[src/hdl/mwm_pkg.sv]
// Shared definitions for the maze wall map: transaction payload types,
// mode and direction codes, sequencer states and the flag mask helper.
// No dependencies; imported by maze_wall_map and mwm_checker.
package mwm_pkg;

    // Request modes; any other code behaves as a query
    localparam logic [1:0] MODE_MARK   = 2'd0;
    localparam logic [1:0] MODE_QUERY  = 2'd1;
    localparam logic [1:0] MODE_DETECT = 2'd2;

    // Wall directions
    localparam logic [1:0] DIR_NORTH = 2'd0;
    localparam logic [1:0] DIR_EAST  = 2'd1;
    localparam logic [1:0] DIR_SOUTH = 2'd2;
    localparam logic [1:0] DIR_WEST  = 2'd3;

    typedef struct packed {
        logic [1:0] mode;
        logic [3:0] cell_x;
        logic [3:0] cell_y;
        logic [1:0] direction;
        logic       wall_present;
        logic [1:0] heading;
        logic       sensor_front;
        logic       sensor_left;
        logic       sensor_right;
    } req_item_t;

    typedef struct packed {
        logic known_wall;
        logic known_open;
        logic detected_wall;
        logic map_updated;
    } rsp_item_t;

    typedef enum logic [1:0] {
        ST_INIT,
        ST_IDLE,
        ST_OWN,
        ST_NB
    } mwm_state_t;

    // Wall flags sit in bits 3:0, open flags in bits 7:4
    function automatic logic [7:0] flag_mask(input logic wall, input logic [1:0] dir);
        return 8'b1 << {~wall, dir};
    endfunction

endpackage

[src/hdl/maze_wall_map.sv]
// Maze wall map: one 8-bit flag entry per cell in a single synchronous RAM.
// Depends on mwm_pkg for payload types, codes and the sequencer state type.
//
// Sequencing: a query, or any request that writes no neighbour, queues its response
// from ST_OWN; a mark or detect with an in-grid neighbour queues it from ST_NB.
// Throughput: one request per cycle while the response queue has room; after one with
// a neighbour write the next waits for ST_NB, the single RAM write port doing
// read-modify-write of two cells. Reset: a clearing pass writes the border walls and
// the east wall of cell (0,0); no request is accepted until it completes.
module maze_wall_map #(
    parameter int GRID_SIDE = 16
) (
    input  logic              clk,
    input  logic              rst_n,
    input  logic              req_valid,
    output logic              req_ready,
    input  mwm_pkg::req_item_t req_item,
    output logic              rsp_valid,
    input  logic              rsp_ready,
    output mwm_pkg::rsp_item_t rsp_item
);
    import mwm_pkg::*;

    localparam int CELLS   = GRID_SIDE * GRID_SIDE;
    localparam int ADDR_W  = $clog2(CELLS);
    localparam int COORD_W = $clog2(GRID_SIDE);
    localparam logic [ADDR_W-1:0]  LAST_ADDR  = ADDR_W'(CELLS - 1);
    localparam logic [ADDR_W-1:0]  ROW_STEP   = ADDR_W'(GRID_SIDE);
    localparam logic [ADDR_W-1:0]  COL_STEP   = ADDR_W'(1);
    localparam logic [COORD_W-1:0] LAST_COORD = COORD_W'(GRID_SIDE - 1);
    localparam logic [COORD_W-1:0] FIRST_COORD = '0;
    localparam logic [COORD_W-1:0] SECOND_COORD = COORD_W'(1);

    // Map RAM and its ports
    logic [7:0]        mem [CELLS];
    logic [7:0]        rd_data_reg;
    logic              mem_we;
    logic [ADDR_W-1:0] mem_waddr;
    logic [7:0]        mem_wdata;
    logic [ADDR_W-1:0] mem_raddr;

    // Sequencer and request context
    mwm_state_t        state_reg, state_next;
    logic [ADDR_W-1:0] init_addr_reg;
    logic [COORD_W-1:0] init_x_reg, init_y_reg;
    logic [ADDR_W-1:0] cur_addr_reg, cur_nb_addr_reg;
    logic [1:0]        cur_dir_reg;
    logic              cur_wall_reg, cur_update_reg, cur_in_grid_reg;
    logic              cur_nb_ok_reg, cur_detected_reg;
    logic              fwd_hit_reg;
    logic [7:0]        fwd_data_reg;
    rsp_item_t         res_reg;

    // Response queue, two entries
    rsp_item_t         q0_reg, q1_reg;
    logic [1:0]        occ_reg;
    logic [1:0]        occ_after;
    logic              push, pop, last_phase, accept;
    rsp_item_t         push_data, res_comb;

    // Request decode
    logic              req_in_grid, req_nb_inside, req_chosen, req_sensed;
    logic              req_update, req_wall;
    logic [1:0]        head_left, head_right;
    logic [ADDR_W-1:0] req_addr, req_nb_addr;

    logic [7:0]        rd_cur, own_new, init_flags;

    // Hold the map; read data is registered, old data on a same-address write
    always_ff @(posedge clk)
    begin
        if (mem_we)
        begin
            mem[mem_waddr] <= mem_wdata;
        end
        rd_data_reg <= mem[mem_raddr];
    end

    // Decode the incoming request
    always_comb
    begin
        req_in_grid = (int'(req_item.cell_x) < GRID_SIDE) &&
                      (int'(req_item.cell_y) < GRID_SIDE);
        req_addr    = ADDR_W'(int'(req_item.cell_y) * GRID_SIDE + int'(req_item.cell_x));
        head_left   = req_item.heading + 2'd3;
        head_right  = req_item.heading + 2'd1;

        req_chosen = 1'b1;
        if (req_item.direction == req_item.heading)
        begin
            req_sensed = req_item.sensor_front;
        end
        else if (req_item.direction == head_left)
        begin
            req_sensed = req_item.sensor_left;
        end
        else if (req_item.direction == head_right)
        begin
            req_sensed = req_item.sensor_right;
        end
        else
        begin
            req_sensed = 1'b0;
            req_chosen = 1'b0;
        end

        case (req_item.mode)
            MODE_MARK:
            begin
                req_update = req_in_grid;
                req_wall   = req_item.wall_present;
            end
            MODE_DETECT:
            begin
                req_update = req_in_grid && req_chosen;
                req_wall   = req_sensed;
            end
            MODE_QUERY:
            begin
                req_update = 1'b0;
                req_wall   = 1'b0;
            end
            default:
            begin
                req_update = 1'b0;
                req_wall   = 1'b0;
            end
        endcase

        case (req_item.direction)
            DIR_NORTH:
            begin
                req_nb_inside = (int'(req_item.cell_y) + 1) < GRID_SIDE;
                req_nb_addr   = req_addr + ROW_STEP;
            end
            DIR_EAST:
            begin
                req_nb_inside = (int'(req_item.cell_x) + 1) < GRID_SIDE;
                req_nb_addr   = req_addr + COL_STEP;
            end
            DIR_SOUTH:
            begin
                req_nb_inside = req_item.cell_y != 4'd0;
                req_nb_addr   = req_addr - ROW_STEP;
            end
            default:
            begin
                req_nb_inside = req_item.cell_x != 4'd0;
                req_nb_addr   = req_addr - COL_STEP;
            end
        endcase
    end

    // Reset pattern of the cell under the clearing pass
    always_comb
    begin
        init_flags    = 8'h00;
        init_flags[0] = init_y_reg == LAST_COORD;
        init_flags[1] = (init_x_reg == LAST_COORD) ||
                        (init_x_reg == FIRST_COORD && init_y_reg == FIRST_COORD);
        init_flags[2] = init_y_reg == FIRST_COORD;
        init_flags[3] = (init_x_reg == FIRST_COORD) ||
                        (init_x_reg == SECOND_COORD && init_y_reg == FIRST_COORD);
    end

    // Handshake: accept when the response queue keeps a slot for this request
    assign last_phase = (state_reg == ST_OWN && !cur_nb_ok_reg) || (state_reg == ST_NB);
    assign push       = last_phase;
    assign pop        = rsp_valid && rsp_ready;
    assign occ_after  = occ_reg - 2'(pop) + 2'(push);
    assign req_ready  = (state_reg == ST_IDLE || last_phase) && (occ_after <= 2'd1);
    assign accept     = req_valid && req_ready;
    assign rsp_valid  = occ_reg != 2'd0;
    assign rsp_item   = q0_reg;

    // Forward a write that lands on the entry being read in the same cycle
    assign rd_cur  = fwd_hit_reg ? fwd_data_reg : rd_data_reg;
    assign own_new = rd_cur | (cur_update_reg ? flag_mask(cur_wall_reg, cur_dir_reg) : 8'h00);

    always_comb
    begin
        res_comb.known_wall    = cur_in_grid_reg && own_new[{1'b0, cur_dir_reg}];
        res_comb.known_open    = cur_in_grid_reg && own_new[{1'b1, cur_dir_reg}];
        res_comb.detected_wall = cur_detected_reg;
        res_comb.map_updated   = cur_update_reg;
    end

    // Sequencer: next state and RAM port control
    always_comb
    begin
        state_next = state_reg;
        mem_we     = 1'b0;
        mem_waddr  = cur_addr_reg;
        mem_wdata  = own_new;
        mem_raddr  = req_addr;
        push_data  = res_reg;
        case (state_reg)
            ST_INIT:
            begin
                mem_we    = 1'b1;
                mem_waddr = init_addr_reg;
                mem_wdata = init_flags;
                if (init_addr_reg == LAST_ADDR)
                begin
                    state_next = ST_IDLE;
                end
            end
            ST_IDLE:
            begin
                if (accept)
                begin
                    state_next = ST_OWN;
                end
            end
            ST_OWN:
            begin
                mem_we = cur_update_reg;
                if (cur_nb_ok_reg)
                begin
                    mem_raddr  = cur_nb_addr_reg;
                    state_next = ST_NB;
                end
                else
                begin
                    push_data  = res_comb;
                    state_next = accept ? ST_OWN : ST_IDLE;
                end
            end
            ST_NB:
            begin
                mem_we     = 1'b1;
                mem_waddr  = cur_nb_addr_reg;
                mem_wdata  = rd_cur | flag_mask(cur_wall_reg, cur_dir_reg ^ 2'd2);
                state_next = accept ? ST_OWN : ST_IDLE;
            end
            default:
            begin
                state_next = ST_INIT;
            end
        endcase
    end

    // Advance state, clearing pass counters, forwarding flag and queue count
    always_ff @(posedge clk or negedge rst_n)
    begin
        if (!rst_n)
        begin
            state_reg     <= ST_INIT;
            init_addr_reg <= '0;
            init_x_reg    <= '0;
            init_y_reg    <= '0;
            fwd_hit_reg   <= 1'b0;
            occ_reg       <= 2'd0;
        end
        else
        begin
            state_reg   <= state_next;
            fwd_hit_reg <= mem_we && (mem_waddr == mem_raddr);
            occ_reg     <= occ_after;
            if (state_reg == ST_INIT)
            begin
                init_addr_reg <= init_addr_reg + COL_STEP;
                if (init_x_reg == LAST_COORD)
                begin
                    init_x_reg <= '0;
                    init_y_reg <= init_y_reg + SECOND_COORD;
                end
                else
                begin
                    init_x_reg <= init_x_reg + SECOND_COORD;
                end
            end
        end
    end

    // Capture request context, forwarded data and responses
    always_ff @(posedge clk)
    begin
        fwd_data_reg <= mem_wdata;
        if (accept)
        begin
            cur_addr_reg     <= req_addr;
            cur_nb_addr_reg  <= req_nb_addr;
            cur_dir_reg      <= req_item.direction;
            cur_wall_reg     <= req_wall;
            cur_update_reg   <= req_update;
            cur_in_grid_reg  <= req_in_grid;
            cur_nb_ok_reg    <= req_update && req_nb_inside;
            cur_detected_reg <= (req_item.mode == MODE_DETECT) && req_sensed;
        end
        if (state_reg == ST_OWN)
        begin
            res_reg <= res_comb;
        end
        // Place a new response at the head when the queue drains, else advance the head
        if (push && (occ_reg - 2'(pop) == 2'd0))
        begin
            q0_reg <= push_data;
        end
        else if (pop)
        begin
            q0_reg <= q1_reg;
        end
        if (push && (occ_reg - 2'(pop) != 2'd0))
        begin
            q1_reg <= push_data;
        end
    end

endmodule

[config.mk]
export PLATFORM = sky130hd
export DESIGN_NAME = maze_wall_map
export DESIGN_NICKNAME = d
export VERILOG_FILES = /design/src/hdl/mwm_pkg.sv /design/src/hdl/maze_wall_map.sv
export SDC_FILE = /design/constraint.sdc
export NUM_CORES = 2
export LEC_CHECK = 0
export BUFFER_PORTS_ARGS = -buffer_cell sky130_fd_sc_hd__buf_2
export CAP_MARGIN = 5
export CORE_AREA = 2 2 450 452
export DETAILED_ROUTE_END_ITERATION = 12
export DIE_AREA = 0 0 452 454
export PLACE_DENSITY = 0.62
export SLEW_MARGIN = 20
export SYNTH_ARGS = -nofsm -noshare
export SYNTH_HDL_FRONTEND = slang
export SYNTH_SLANG_ARGS = --single-unit
export TNS_END_PERCENT = 50
[constraint.sdc]
create_clock -name clk -period 13.3 [get_ports clk]
set_input_delay 0.665 -clock clk [delete_from_list [all_inputs] [get_ports clk]]
set_output_delay 0.665 -clock clk [all_outputs]
set_load 0.05 [all_outputs]
==> results_dict.tcl <==
set metrics [dict create \
    status "finished clean" \
    layout_commonest_cell "edfxtp_1" \
    crit_type "reg -> reg" \
    port_buffers 27 \
    grt_pass1_wl_mm 332 \
    grt-ovfl-total 0 \
    hpwl_mm 137 \
    fillers 17000 \
    setup_viol 0 \
    p_leak_uw 0.0299 \
    cts-htree-levels 4 \
    drive_gt1_share_pct 11.7 \
    yosysWarnings 0 \
    path_clk_slew_ns 0.06 \
    setup_tns_ns 0 \
    cts_tree "done" \
    synth.area.top_cells "edfxtp_1 75%, mux4_2 4.5%, mux2i_1 3.8%" \
    skew_ns 0.0349 \
    cts_inserted_buffers 208 \
    synth-edff-count 2082 \
    max_slew_margin_pct 21.2 \
    die_height_um 454 \
    synthFlopType "edfxtp_1" \
    final_cell_mix "2082 x edfxtp_1, 767 x nand2_1, 384 x nor2_1" \
    yosys.area.top_type_share_pct 74.6 \
    multi_input_area_um2 18900 \
    finalCriticalPeriod_ns 6.19 \
    max_freq_mhz 162 \
    whs_ns 0.159 \
    first_iter_violations 6311 \
    slowest_stage "nor3_1" \
    area_growth_pct 11.2 \
    cts.sinks 2119 \
    peakVddDrop_v 0.000403 \
    cts_buffer_depth 3 \
    first_pass_iters 6 \
    setup_slack_ns 7.11 \
    core_area_um2 201000 \
    crit_chain "inv_1 -> ha_1 -> nand3_1 -> nand2_8 -> buf_4 -> buf_12 -> mux4_2 -> a22o_1 -> a21oi_1 -> nand4_1 -> nor3_1 -> nor4_1" \
    cts_root_buf "clkbuf_16" \
    dp_worst_setup_slack_ns 7.20 \
    worstMarginPinSlew_ns 1.17 \
    rows 165 \
    grt_pass1_vias 46200 \
    vias 47700 \
    routed_wl_mm 230 \
    grt_max_degree 194 \
    wire_per_inst_um 28.3 \
    ant_nets 0 \
    critPathMaxFanout 110 \
    syn-num-nets 5284 \
    end_kind "register" \
    rsz0062_at_grt "no" \
    stdcell_area_um2 93200 \
    placed_cell_area_um2 86600 \
    drc 0 \
    cap_violations 0 \
    synth_area_um2 83800 \
    synthDistinctLibCells 67 \
    ios 28 \
    startpoint_type "register" \
    synth.ff_latch_count 2119 \
    final_max_slew_viol_count 0 \
    antenna_found_initial 4 \
    clk_latency_ns 0.84 \
    max_stage_delay_ns 0.84 \
    avgViaCountPerCell 5.88 \
    yosysTopAreaCell "edfxtp_1" \
    synth_seq_area_share_pct 75.6 \
    fin_nets 5301 \
    cts_setup_buffers 0 \
    fin_crit_sh_pct 46.5 \
    synthCells 5238 \
    hold_violations 0 \
    largest_register "mem" \
    hp-class "in -> reg" \
    largest_reg_flops 2048 \
    required_ns 13.99 \
    async_flop_share_pct 0.991 \
    initial_core_util_pct 41.7 \
    cp_data_arrival_time_ns 6.88 \
    die_x_um 452 \
    dieArea_um2 205000 \
    grtUsageTotal_pct 22.1 \
    p_per_area_nw_per_um2 227 \
    regArea_um2 63400 \
    avgSynthCellArea_um2 16.0 \
    place.gp.congestion 0.888 \
]
[stage by stage]
stage / util (%) / instances / total power [µW]
global placement: 43.1 / 7714 / 15400
global route: 46.4 / 8103 / 21800
finish: 46.4 / 8104 / 21100
CTS: 46.4 / 8101 / 21100
detailed placement: 43.1 / 7714 / 15500
floorplan: - / 5238 / 14200
[report_power, final]
group	internal, µW	switching (µW)
clock network	3120	2520
registers	9870	103
logic	1010	4510
[critical path: cells and delay by family, from the launching register on]
| kind | cells | cell delay (ns) |
|---|---|---|
| AND/OR/NAND/NOR | 5 | 2.30 |
| buffers and inverters | 3 | 1.38 |
| adder cells (fa/ha/maj) | 1 | 0.63 |
| multiplexers | 1 | 0.59 |
| flip-flops | 1 | 0.44 |
| AO/OA/AOI/OAI | 2 | 0.44 |
[cell families (layout without fill, tap and decap cells)]
family	count (synthesis)	count (layout)	share of synthesized area [%]
muxes	504	504	8.54
AOI/OAI and AO/OA	594	594	4.71
xor gates and xnor gates	31	31	0.324
and+or+nand+nor	1630	1630	8.33
other	0	1	0
DFF	2119	2119	75.6
adders and majority gates	24	24	0.376
buffers and inverters	336	529	2.13
[layout make-up]
type | count | area share [%]
inverters | 17 | 0.0685
well taps | 2672 | 3.59
clock buffers | 268 | 5.90
diodes | 1 | 0.00269
clock inverters | 118 | 1.06
multi-input cells | 2783 | 20.3
flip-flops and latches | 2119 | 68.0
repair buffers | 126 | 1.10
[synth_stat cells, types with 4 or more instances]
cell and n:
a222oi_1 36, dfrtp_1 21, buf_6 18, nand3b_1 6
nand2b_1 11, o2111ai_1 4, ha_1 22, nor4_1 9
a22o_1 26, buf_2 86, buf_8 4, nor3_1 35
inv_1 17, edfxtp_1 2082, nand2_1 774, mux2i_1 321
buf_4 42, a22oi_1 50, o22ai_1 89, o21a_1 10
xnor2_1 25, o211ai_1 4, buf_12 5, nand3_1 252
clkbuf_1 146, buf_1 18, nor2b_1 6, and2_1 8
dfxtp_1 16, o21ai_0 69, mux4_2 167, a211oi_1 36
a31oi_1 121, a32oi_1 27, xor2_1 6, nor2_1 389
nand4_1 120, mux2_2 16, a21oi_1 104
[final timing paths]
path / slack (ns) / to / from / depth (start not counted)
setup / recovery: 7.11 / rd_data_reg[0]$_DFF_P_ / state_reg[0]$_DFFE_PN0P_ / 12
hold / removal: 0.16 / cur_detected_reg$_DFFE_PP_ / req_item[16] / 2
setup reg to reg: 7.11 / rd_data_reg[0]$_DFF_P_ / state_reg[0]$_DFFE_PN0P_ / 12
hold reg to reg: 0.47 / res_reg[1]$_DFFE_PN_ / cur_detected_reg$_DFFE_PP_ / 0
max in group asynchronous: 12.64 / init_addr_reg[0]$_DFFE_PN0N_ / rst_n / 2
min in group asynchronous: 0.33 / init_y_reg[1]$_DFFE_PN0P_ / rst_n / 2
[metal layers]
| layer | vias up | global-route usage, % | share of wire (%) |
|---|---|---|---|
| li1 | 20400 | - | - |
| met1 | 24400 | 30.9 | 41 |
| met2 | 2469 | 33.9 | 46 |
| met3 | 385 | 4.84 | 9.8 |
| met4 | 0 | 8.42 | 3.9 |
| met5 | - | 0 | 0 |
[timing repair]
action,in CTS,in global routing
endpoints found under the hold margin,21,0
gates resized for setup,0,0
hold buffers,1,0
(Power assumes the default switching activity.)
